===== config.mk =====
export PLATFORM = sky130hd
export DESIGN_NAME = stroke_phase_detector_core
export DESIGN_NICKNAME = d
export VERILOG_FILES = /design/src/rtl/spd_pkg.sv /design/src/rtl/stroke_phase_detector_core.sv
export SDC_FILE = /design/constraint.sdc
export NUM_CORES = 2
export LEC_CHECK = 0
export BUFFER_PORTS_ARGS = -buffer_cell sky130_fd_sc_hd__buf_4
export CAP_MARGIN = 20
export CELL_PAD_IN_SITES_DETAIL_PLACEMENT = 1
export CELL_PAD_IN_SITES_GLOBAL_PLACEMENT = 1
export CORE_AREA = 2 2 394 396
export DETAILED_ROUTE_END_ITERATION = 10
export DIE_AREA = 0 0 396 398
export GPL_TIMING_DRIVEN = 0
export PLACE_DENSITY_LB_ADDON = 0.1
export SETUP_SLACK_MARGIN = 0.05
export SLEW_MARGIN = 20
export SYNTH_ARGS = -nofsm -noshare
export SYNTH_HDL_FRONTEND = slang
export SYNTH_SLANG_ARGS = --single-unit

===== constraint.sdc =====
create_clock -name clk -period 34.9 [get_ports clk]
set_clock_uncertainty 0.15 [all_clocks]
set_input_delay 5.235 -clock clk [delete_from_list [all_inputs] [get_ports clk]]
set_output_delay 5.235 -clock clk [all_outputs]
set_load 0.02 [all_outputs]

===== src/rtl/spd_pkg.sv =====
// Shared constants and request/result types for the stroke phase detector.
package spd_pkg;

  localparam int RingDepth = 8;
  localparam int PtrW      = (RingDepth > 1) ? $clog2(RingDepth) : 1;
  localparam int FillW     = $clog2(RingDepth + 1);
  localparam int PeriodW   = 32;
  localparam int SumW      = PeriodW + PtrW;
  localparam int TimeW     = 48;
  localparam int RateW     = 16;

  // 60 s * 1e6 us * 16 sub-units
  localparam longint unsigned SpmScale = 64'd960000000;
  localparam int NumW    = $clog2(SpmScale * RingDepth + 1);
  localparam int DivCntW = $clog2(NumW + 1);

  localparam int CfgIdxW  = 3;
  localparam int CfgDataW = 32;

  typedef struct packed {
    logic signed [15:0] accel;
    logic [TimeW-1:0]   timestamp;
  } spd_in_t;

  typedef struct packed {
    logic               stroke_done;
    logic [1:0]         phase_now;
    logic signed [15:0] peak_accel;
    logic [31:0]        stroke_dur;
    logic [RateW-1:0]   rate_spm;
    logic               rate_valid;
    logic [31:0]        stroke_total;
  } spd_out_t;

endpackage


===== src/rtl/stroke_phase_detector_core.sv =====
// Stroke phase detector: phase tracking, period ring memory and rate divider.
//
// Usage:
//   in_valid/in_stall/in_data carry one sample request (accel, timestamp).
//   out_valid/out_stall/out_data carry one result per sample.
//   cfg_valid/cfg_ready/cfg_index/cfg_data write the five setup registers;
//   cfg_ready is high outside reset, write only while the block is idle.
// Sequence of states:
//   A sample that records no period goes S_IDLE, S_EVAL, S_OUT; the next
//   sample is accepted once the block is back in S_IDLE.
//   A sample that records a period goes S_EVAL, S_READ, S_DIV, S_FIN, S_OUT:
//   the ring memory is read one entry a cycle to build the window's sum,
//   then a restoring divider retires one quotient bit a cycle (NumW = 33).
//   One sample is processed at a time; in_stall is high meanwhile.
// Reset (rst, synchronous): phase goes to recovery, counters and rate clear,
//   registers take their defaults. Ring entries are not cleared; only written
//   entries are read.
// Stall: a finished result waits in the output register while out_stall is
//   high; the next sample is taken meanwhile and held until the register frees.
module stroke_phase_detector_core (
  input  logic                        clk,
  input  logic                        rst,
  input  logic                        in_valid,
  output logic                        in_stall,
  input  spd_pkg::spd_in_t            in_data,
  output logic                        out_valid,
  input  logic                        out_stall,
  output spd_pkg::spd_out_t           out_data,
  input  logic                        cfg_valid,
  output logic                        cfg_ready,
  input  logic [spd_pkg::CfgIdxW-1:0] cfg_index,
  input  logic [spd_pkg::CfgDataW-1:0] cfg_data
);

  typedef enum logic [2:0] {
    S_IDLE, S_EVAL, S_READ, S_DIV, S_FIN, S_OUT
  } state_t;

  typedef enum logic [1:0] {
    PH_RECOVERY = 2'd0,
    PH_CATCH    = 2'd1,
    PH_PULL     = 2'd2,
    PH_RELEASE  = 2'd3
  } phase_t;

  typedef enum logic [spd_pkg::CfgIdxW-1:0] {
    CFG_CATCH    = 3'd0,
    CFG_RECOVERY = 3'd1,
    CFG_SMOOTH   = 3'd2,
    CFG_MIN_DUR  = 3'd3,
    CFG_MAX_DUR  = 3'd4
  } cfg_idx_t;

  localparam int SmoothReset = (spd_pkg::RingDepth < 4) ? spd_pkg::RingDepth : 4;

  state_t state;
  phase_t phase;

  // setup registers
  logic signed [15:0]           catch_thr;
  logic signed [15:0]           recovery_thr;
  logic [spd_pkg::FillW-1:0]    smooth_count;
  logic [31:0]                  min_duration;
  logic [31:0]                  max_duration;

  // stroke state
  logic [spd_pkg::TimeW-1:0]    start_time;
  logic                         start_seen;
  logic [spd_pkg::TimeW-1:0]    prior_start_time;
  logic                         prior_start_valid;
  logic signed [15:0]           peak;
  logic [spd_pkg::PtrW-1:0]     ring_ptr;
  logic [spd_pkg::FillW-1:0]    ring_fill;
  logic [spd_pkg::RateW-1:0]    last_rate;
  logic [31:0]                  last_duration;
  logic [31:0]                  stroke_cnt;
  logic                         done_flag;

  spd_pkg::spd_in_t             req;

  // ring memory and sum / divide datapath
  logic [spd_pkg::PeriodW-1:0]  ring_mem [spd_pkg::RingDepth];
  logic [spd_pkg::PeriodW-1:0]  rd_data;
  logic [spd_pkg::PtrW-1:0]     rd_addr;
  logic [spd_pkg::FillW-1:0]    rd_left;
  logic                         rd_live;
  logic [spd_pkg::FillW-1:0]    window;
  logic [spd_pkg::SumW-1:0]     sum;
  logic [spd_pkg::NumW-1:0]     num;
  logic [spd_pkg::SumW-1:0]     rem;
  logic [spd_pkg::DivCntW-1:0]  div_cnt;

  // evaluation of the held sample
  phase_t                       ev_phase;
  logic signed [15:0]           ev_peak;
  logic [spd_pkg::TimeW-1:0]    ev_start;
  logic                         ev_seen;
  logic [spd_pkg::TimeW-1:0]    ev_prior;
  logic                         ev_prior_valid;
  logic                         ev_done;
  logic                         ev_record;
  logic [spd_pkg::TimeW-1:0]    dur;
  logic [spd_pkg::TimeW-1:0]    diff;
  logic [spd_pkg::PeriodW-1:0]  period;
  logic [spd_pkg::FillW-1:0]    fill_new;
  logic [spd_pkg::FillW-1:0]    win_new;
  logic [spd_pkg::PtrW-1:0]     ptr_inc;
  logic [spd_pkg::PtrW-1:0]     addr_dec;
  logic                         ring_we;

  logic [spd_pkg::SumW:0]       trial;
  logic                         qbit;
  logic [3:0]                   smooth_wr;

  assign in_stall  = rst || (state != S_IDLE);
  assign cfg_ready = !rst;
  assign smooth_wr = cfg_data[3:0];

  always_comb begin
    ev_phase       = phase;
    ev_peak        = peak;
    ev_start       = start_time;
    ev_seen        = start_seen;
    ev_prior       = prior_start_time;
    ev_prior_valid = prior_start_valid;
    ev_done        = 1'b0;
    ev_record      = 1'b0;
    dur            = req.timestamp - start_time;
    unique case (phase)
      PH_RECOVERY: begin
        if (req.accel > catch_thr) begin
          ev_phase       = PH_CATCH;
          ev_prior       = start_time;
          ev_prior_valid = start_seen;
          ev_start       = req.timestamp;
          ev_seen        = 1'b1;
          ev_peak        = req.accel;
        end
      end
      PH_CATCH: begin
        if (req.accel > peak) begin
          ev_peak  = req.accel;
          ev_phase = PH_PULL;
        end else if (req.accel < recovery_thr) begin
          ev_phase = PH_RECOVERY;
        end
      end
      PH_PULL: begin
        if (req.accel > peak) ev_peak = req.accel;
        if (req.accel < recovery_thr) ev_phase = PH_RELEASE;
      end
      PH_RELEASE: begin
        if (req.accel < recovery_thr) begin
          ev_phase = PH_RECOVERY;
          // backwards time or out-of-window duration is not a stroke
          if (req.timestamp >= start_time &&
              dur >= {16'b0, min_duration} && dur <= {16'b0, max_duration}) begin
            ev_done   = 1'b1;
            ev_record = prior_start_valid;
          end
        end else if (req.accel > catch_thr) begin
          ev_phase = PH_PULL;
        end
      end
      default: ev_phase = phase;
    endcase
  end

  always_comb begin
    diff = start_time - prior_start_time;
    if (start_time < prior_start_time) period = '0;
    else if (diff[spd_pkg::TimeW-1:spd_pkg::PeriodW] != '0) period = '1;
    else period = diff[spd_pkg::PeriodW-1:0];

    fill_new = (32'(ring_fill) < spd_pkg::RingDepth) ? ring_fill + 1'b1 : ring_fill;
    win_new  = (smooth_count < fill_new) ? smooth_count : fill_new;
    ptr_inc  = (ring_ptr == spd_pkg::PtrW'(spd_pkg::RingDepth - 1)) ? '0
                                                                      : ring_ptr + 1'b1;
    addr_dec = (rd_addr == '0) ? spd_pkg::PtrW'(spd_pkg::RingDepth - 1) : rd_addr - 1'b1;
    ring_we  = (state == S_EVAL) && ev_record;

    trial = {rem, num[spd_pkg::NumW-1]};
    qbit  = (trial >= {1'b0, sum});
  end

  // period ring: one write port, one registered read port
  always_ff @(posedge clk) begin
    if (ring_we) ring_mem[ring_ptr] <= period;
    rd_data <= ring_mem[rd_addr];
  end

  always_ff @(posedge clk) begin
    if (rst) begin
      state             <= S_IDLE;
      phase             <= PH_RECOVERY;
      catch_thr         <= 16'sd6144;
      recovery_thr      <= 16'sd2048;
      smooth_count      <= spd_pkg::FillW'(SmoothReset);
      min_duration      <= 32'd200000;
      max_duration      <= 32'd3000000;
      start_time        <= '0;
      start_seen        <= 1'b0;
      prior_start_time  <= '0;
      prior_start_valid <= 1'b0;
      peak              <= '0;
      ring_ptr          <= '0;
      ring_fill         <= '0;
      last_rate         <= '0;
      last_duration     <= '0;
      stroke_cnt        <= '0;
      done_flag         <= 1'b0;
      rd_live           <= 1'b0;
      out_valid         <= 1'b0;
    end else begin
      // S_OUT keeps or reloads the output register itself
      if (out_valid && !out_stall && state != S_OUT) out_valid <= 1'b0;

      if (cfg_valid) begin
        unique case (cfg_idx_t'(cfg_index))
          CFG_CATCH:    catch_thr    <= cfg_data[15:0];
          CFG_RECOVERY: recovery_thr <= cfg_data[15:0];
          CFG_SMOOTH: begin
            if (smooth_wr == '0) smooth_count <= spd_pkg::FillW'(1);
            else if (32'(smooth_wr) > spd_pkg::RingDepth)
              smooth_count <= spd_pkg::FillW'(spd_pkg::RingDepth);
            else smooth_count <= spd_pkg::FillW'(smooth_wr);
          end
          CFG_MIN_DUR:  min_duration <= cfg_data;
          CFG_MAX_DUR:  max_duration <= cfg_data;
          default: ;
        endcase
      end

      unique case (state)
        S_IDLE: begin
          if (in_valid) begin
            req   <= in_data;
            state <= S_EVAL;
          end
        end
        S_EVAL: begin
          phase             <= ev_phase;
          peak              <= ev_peak;
          start_time        <= ev_start;
          start_seen        <= ev_seen;
          prior_start_time  <= ev_prior;
          prior_start_valid <= ev_prior_valid;
          done_flag         <= ev_done;
          if (ev_done) begin
            last_duration <= dur[31:0];
            stroke_cnt    <= stroke_cnt + 1'b1;
          end
          if (ev_record) begin
            ring_ptr  <= ptr_inc;
            ring_fill <= fill_new;
            window    <= win_new;
            rd_addr   <= ring_ptr;  // newest entry first, written this cycle
            rd_left   <= win_new;
            rd_live   <= 1'b0;
            sum       <= '0;
            state     <= S_READ;
          end else begin
            state <= S_OUT;
          end
        end
        S_READ: begin
          if (rd_live) sum <= sum + spd_pkg::SumW'(rd_data);
          if (rd_left != '0) begin
            rd_addr <= addr_dec;
            rd_left <= rd_left - 1'b1;
            rd_live <= 1'b1;
          end else begin
            rd_live <= 1'b0;
            if (!rd_live) begin
              num     <= spd_pkg::NumW'(spd_pkg::SpmScale * 64'(window));
              rem     <= '0;
              div_cnt <= spd_pkg::DivCntW'(spd_pkg::NumW);
              state   <= S_DIV;
            end
          end
        end
        S_DIV: begin
          rem     <= qbit ? spd_pkg::SumW'(trial - {1'b0, sum})
                          : spd_pkg::SumW'(trial);
          num     <= {num[spd_pkg::NumW-2:0], qbit};
          div_cnt <= div_cnt - 1'b1;
          if (div_cnt == spd_pkg::DivCntW'(1)) state <= S_FIN;
        end
        S_FIN: begin
          // zero sum and oversize quotient both saturate
          if (sum == '0 || num > spd_pkg::NumW'(16'hFFFF)) last_rate <= '1;
          else last_rate <= num[spd_pkg::RateW-1:0];
          state <= S_OUT;
        end
        S_OUT: begin
          if (!out_valid || !out_stall) begin
            out_data.stroke_done  <= done_flag;
            out_data.phase_now    <= phase;
            out_data.peak_accel   <= peak;
            out_data.stroke_dur   <= last_duration;
            out_data.rate_spm     <= last_rate;
            out_data.rate_valid   <= (ring_fill != '0);
            out_data.stroke_total <= stroke_cnt;
            out_valid             <= 1'b1;
            state                 <= S_IDLE;
          end
        end
        default: state <= S_IDLE;
      endcase
    end
  end

  a_busy_after_accept: assert property (@(posedge clk) disable iff (rst)
    (in_valid && !in_stall) |=> in_stall)
    else $error("input taken while a request is in progress");

  a_fill_bound: assert property (@(posedge clk) disable iff (rst)
    32'(ring_fill) <= spd_pkg::RingDepth)
    else $error("ring fill beyond depth");

  a_rate_needs_period: assert property (@(posedge clk) disable iff (rst)
    (out_valid && !out_data.rate_valid) |-> (out_data.rate_spm == '0))
    else $error("rate reported before any period was recorded");

  a_done_in_recovery: assert property (@(posedge clk) disable iff (rst)
    (out_valid && out_data.stroke_done) |-> (out_data.phase_now == PH_RECOVERY))
    else $error("stroke confirmed outside recovery");

  a_window_bound: assert property (@(posedge clk) disable iff (rst)
    (state == S_DIV) |-> (window != '0 && window <= ring_fill))
    else $error("averaging window out of range");

endmodule

==> results.txt <==
Clk sinks: 881
Final setup viols: 0
Estimated wirelength of the detail-placed design: 116000 um
Power, Total: 3.97 mW
Crit Path Max Fanout: 10
Total wire length: 148000 um
Worst EP arrival: 6.89 ns
Worst hold slack: 0.282 ns
Sw Share: 0.373
GR Util met1: 0.247
CP cell instances: buf_1, inv_2, clkbuf_1, buf_4
Cell Int Power: 2.49 mW
H-Tree Depth: 3
I/O pin count: 207
Synth Register Bits: 881
Via Count: 34033
Largest cells by area after synthesis: edfxtp_1, dfxtp_1, ha_1
WP buf/inv: 4
Clock power share: 0.288
Largest net degree at the start of global routing: 26
Die ar.: 0.158 sq mm
Top cell type's share of synthesized area: 0.355
GRT overflow: 0
CP delay by family, top: buffers and inverters
Synth Warn #: 0
Die width: 396 um
Slew Viols, Final: 0
Clk pin slew, worst setup/hold paths: 0.06 ns
Core Area: 0.153 sq mm
Post-CTS sizing: 0
Synth Net Count: 4835
Startpoint type of the worst setup path: input pin
Drt drc: 0
Max incr delay on CP: 0.62 ns
Vias in the first global route: 35753
Final-stage net count: 5230
GR Util met3: 0.0207
Yosys top cell by area: edfxtp_1
CTS hold repair buffers: 0
Max_cap viols: 0
Final min period: 12.28 ns
Normalized max-slew margin: 0.244
Starting Density: 0.298
Final Cycle Share: 0.352
Ys async rst share: 0
TritonCTS buffer count: 104
Register area share after synthesis: 0.505
Post-CTS setup buffer count: 0
Layout cell share with drive strength beyond 1: 0.134
Worst setup EP type: output port
Drt via density: 4.90
PD cells: 73.4 mW/mm^2
Clk root buf: clkbuf_16
Initial DRC Count: 1483
CTS tree: done
Drt pass-1 iters: 5
Post-synth EDFFs: 540
CP required: 29.51 ns
Post-route ant nets: 0
Global routing's busiest layer: met2
Max IR drop VDD: 0.0423 mV
Post-route setup TNS: 0 ns
Worst hold path class: reg -> reg
Dominant synthesized flop cell: edfxtp_1
Post-synth cell types: 92
Total GRT Usage: 0.187
Initial antenna violation count: 1
Post-Syn Area: 0.0456 sq mm
Placer Congestion: 0.825
Share of power burned in registers: 0.354
Global routing usage on met2: 0.324
Slew @ Worst Pin: 1.13 ns
Sw Pwr: 1.48 mW
Logic gate share of total power: 0.358
Number of I/O port buffers: 203
Clk_lat worst skew: 0.73 ns
Synth Instances: 4416
RSZ-0062 raised after global routing: no
Avg Inst Size Synth: 10.3 sq um
Die height: 398 um
Outcome: complete, no violations
First-pass GRT wire length: 226000 um
Fin util: 0.353
Leak: 20.0 nW
DR WL/cell: 21.3 um
Non-filler instance count after layout: 6947
CTS Buffer Depth: 3
Site Rows: 144
Fin. Hold Viols: 0
Fmax: 0.0815 GHz
Placed Cells: 6749
Crit-path slowest cell: clkbuf_1
Syn-to-layout area delta: 18.6%
Kind of critical path: in -> out
==> per-stage QoR <==
step / setup slack, ns / cell area, sq um
finish: 22.62 / 54100
global route: 22.56 / 54100
CTS: 22.58 / 54100
detailed placement: 22.58 / 50500
global placement: 9.12 / 49700
floorplan: 18.01 / 45600
==> cell type report <==
cell class | instances | area [sq um]
inverter | 316 | 1190
buffer | 215 | 841
clock inverter | 61 | 696
multi-input combinational | 3004 | 20700
sequential | 881 | 23000
antenna | 1 | 2.50
timing repair buffer | 289 | 2170
clock buffer | 136 | 2940
fill | 17114 | 99200
tap | 2044 | 2560
==> cell families after synthesis <==
logic type      Yosys count  share of synthesized area
buf+inv                 531                     0.0443
simple gates           1319                      0.134
compound gates         1066                      0.147
fa+ha+maj               315                     0.0875
xor+xnor                145                     0.0278
mux                     159                     0.0542
flops                   881                      0.505
==> power by group through the flow <==
| stage | Sequential, mW | Clock (mW) | Combinational [mW] |
|---|---|---|---|
| finish | 1.41 | 1.15 | 1.42 |
| global route | 1.42 | 1.22 | 1.59 |
| CTS | 1.41 | 1.18 | 1.44 |
| detailed placement | 1.43 | 0 | 1.43 |
| global placement | 1.44 | 0 | 1.39 |
| floorplan | 1.41 | 0 | 0.943 |
==> per-layer routing <==
metal / vias up / share of wire
li1: 16802 / -
met1: 16729 / 0.46
met2: 359 / 0.49
met3: 143 / 0.024
met4: 0 / 0.023
met5: - / 0
==> worst paths after layout <==
kind / startpoint / to / slack [ns] / depth (start not counted)
min reg2reg: last_duration[2] / out_data[51] / 0.28 / 0
min: last_duration[2] / out_data[51] / 0.28 / 0
max: rst / cfg_ready / 22.62 / 4
max reg2reg: req[20] / ring_mem[5][8] / 25.79 / 25
==> Yosys cell counts, types with 8 or more instances <==
library cell,count
nand2_1,586
edfxtp_1,540
a21oi_1,458
dfxtp_1,341
inv_1,315
ha_1,308
nor2_1,229
clkbuf_1,183
o21ai_0,156
a21o_1,115
nand3_1,98
xnor2_1,83
nor3_1,77
nand4_1,67
mux4_2,64
xor2_1,62
nor2b_1,56
o21a_1,43
mux2_2,42
a211oi_1,41
a41oi_1,37
o211ai_1,37
and3_1,34
nand2b_1,34
o21bai_1,31
mux2i_1,30
nor4_1,29
and2_1,27
a31oi_1,23
mux2_1,23
buf_1,20
or3_1,20
o221a_2,17
o31ai_1,12
buf_2,10
a21boi_0,9
or2_2,9
nor3b_1,8
o2111ai_1,8
o31a_1,8
==> placed cells by master, fill, tap and decap left out, types with 70 or more instances in the layout <==
master	n
a21o_1	115
clkbuf_1	197
a21oi_1	457
edfxtp_1	540
nor3_1	70
inv_1	315
xnor2_1	83
ha_1	308
dfxtp_1	341
clkbuf_16	110
o21ai_0	156
nand2_1	586
buf_4	236
nor2_1	228
nand3_1	98
==> flip-flops by register name (all words and copies together) (netlist names), 33 cells and up <==
name,cells
num,33
out_data,100
prior_start_time,48
rem,35
req,64
ring_mem,256
start_time,48
sum,35
Note: power is estimated with default switching activity, not from simulation.
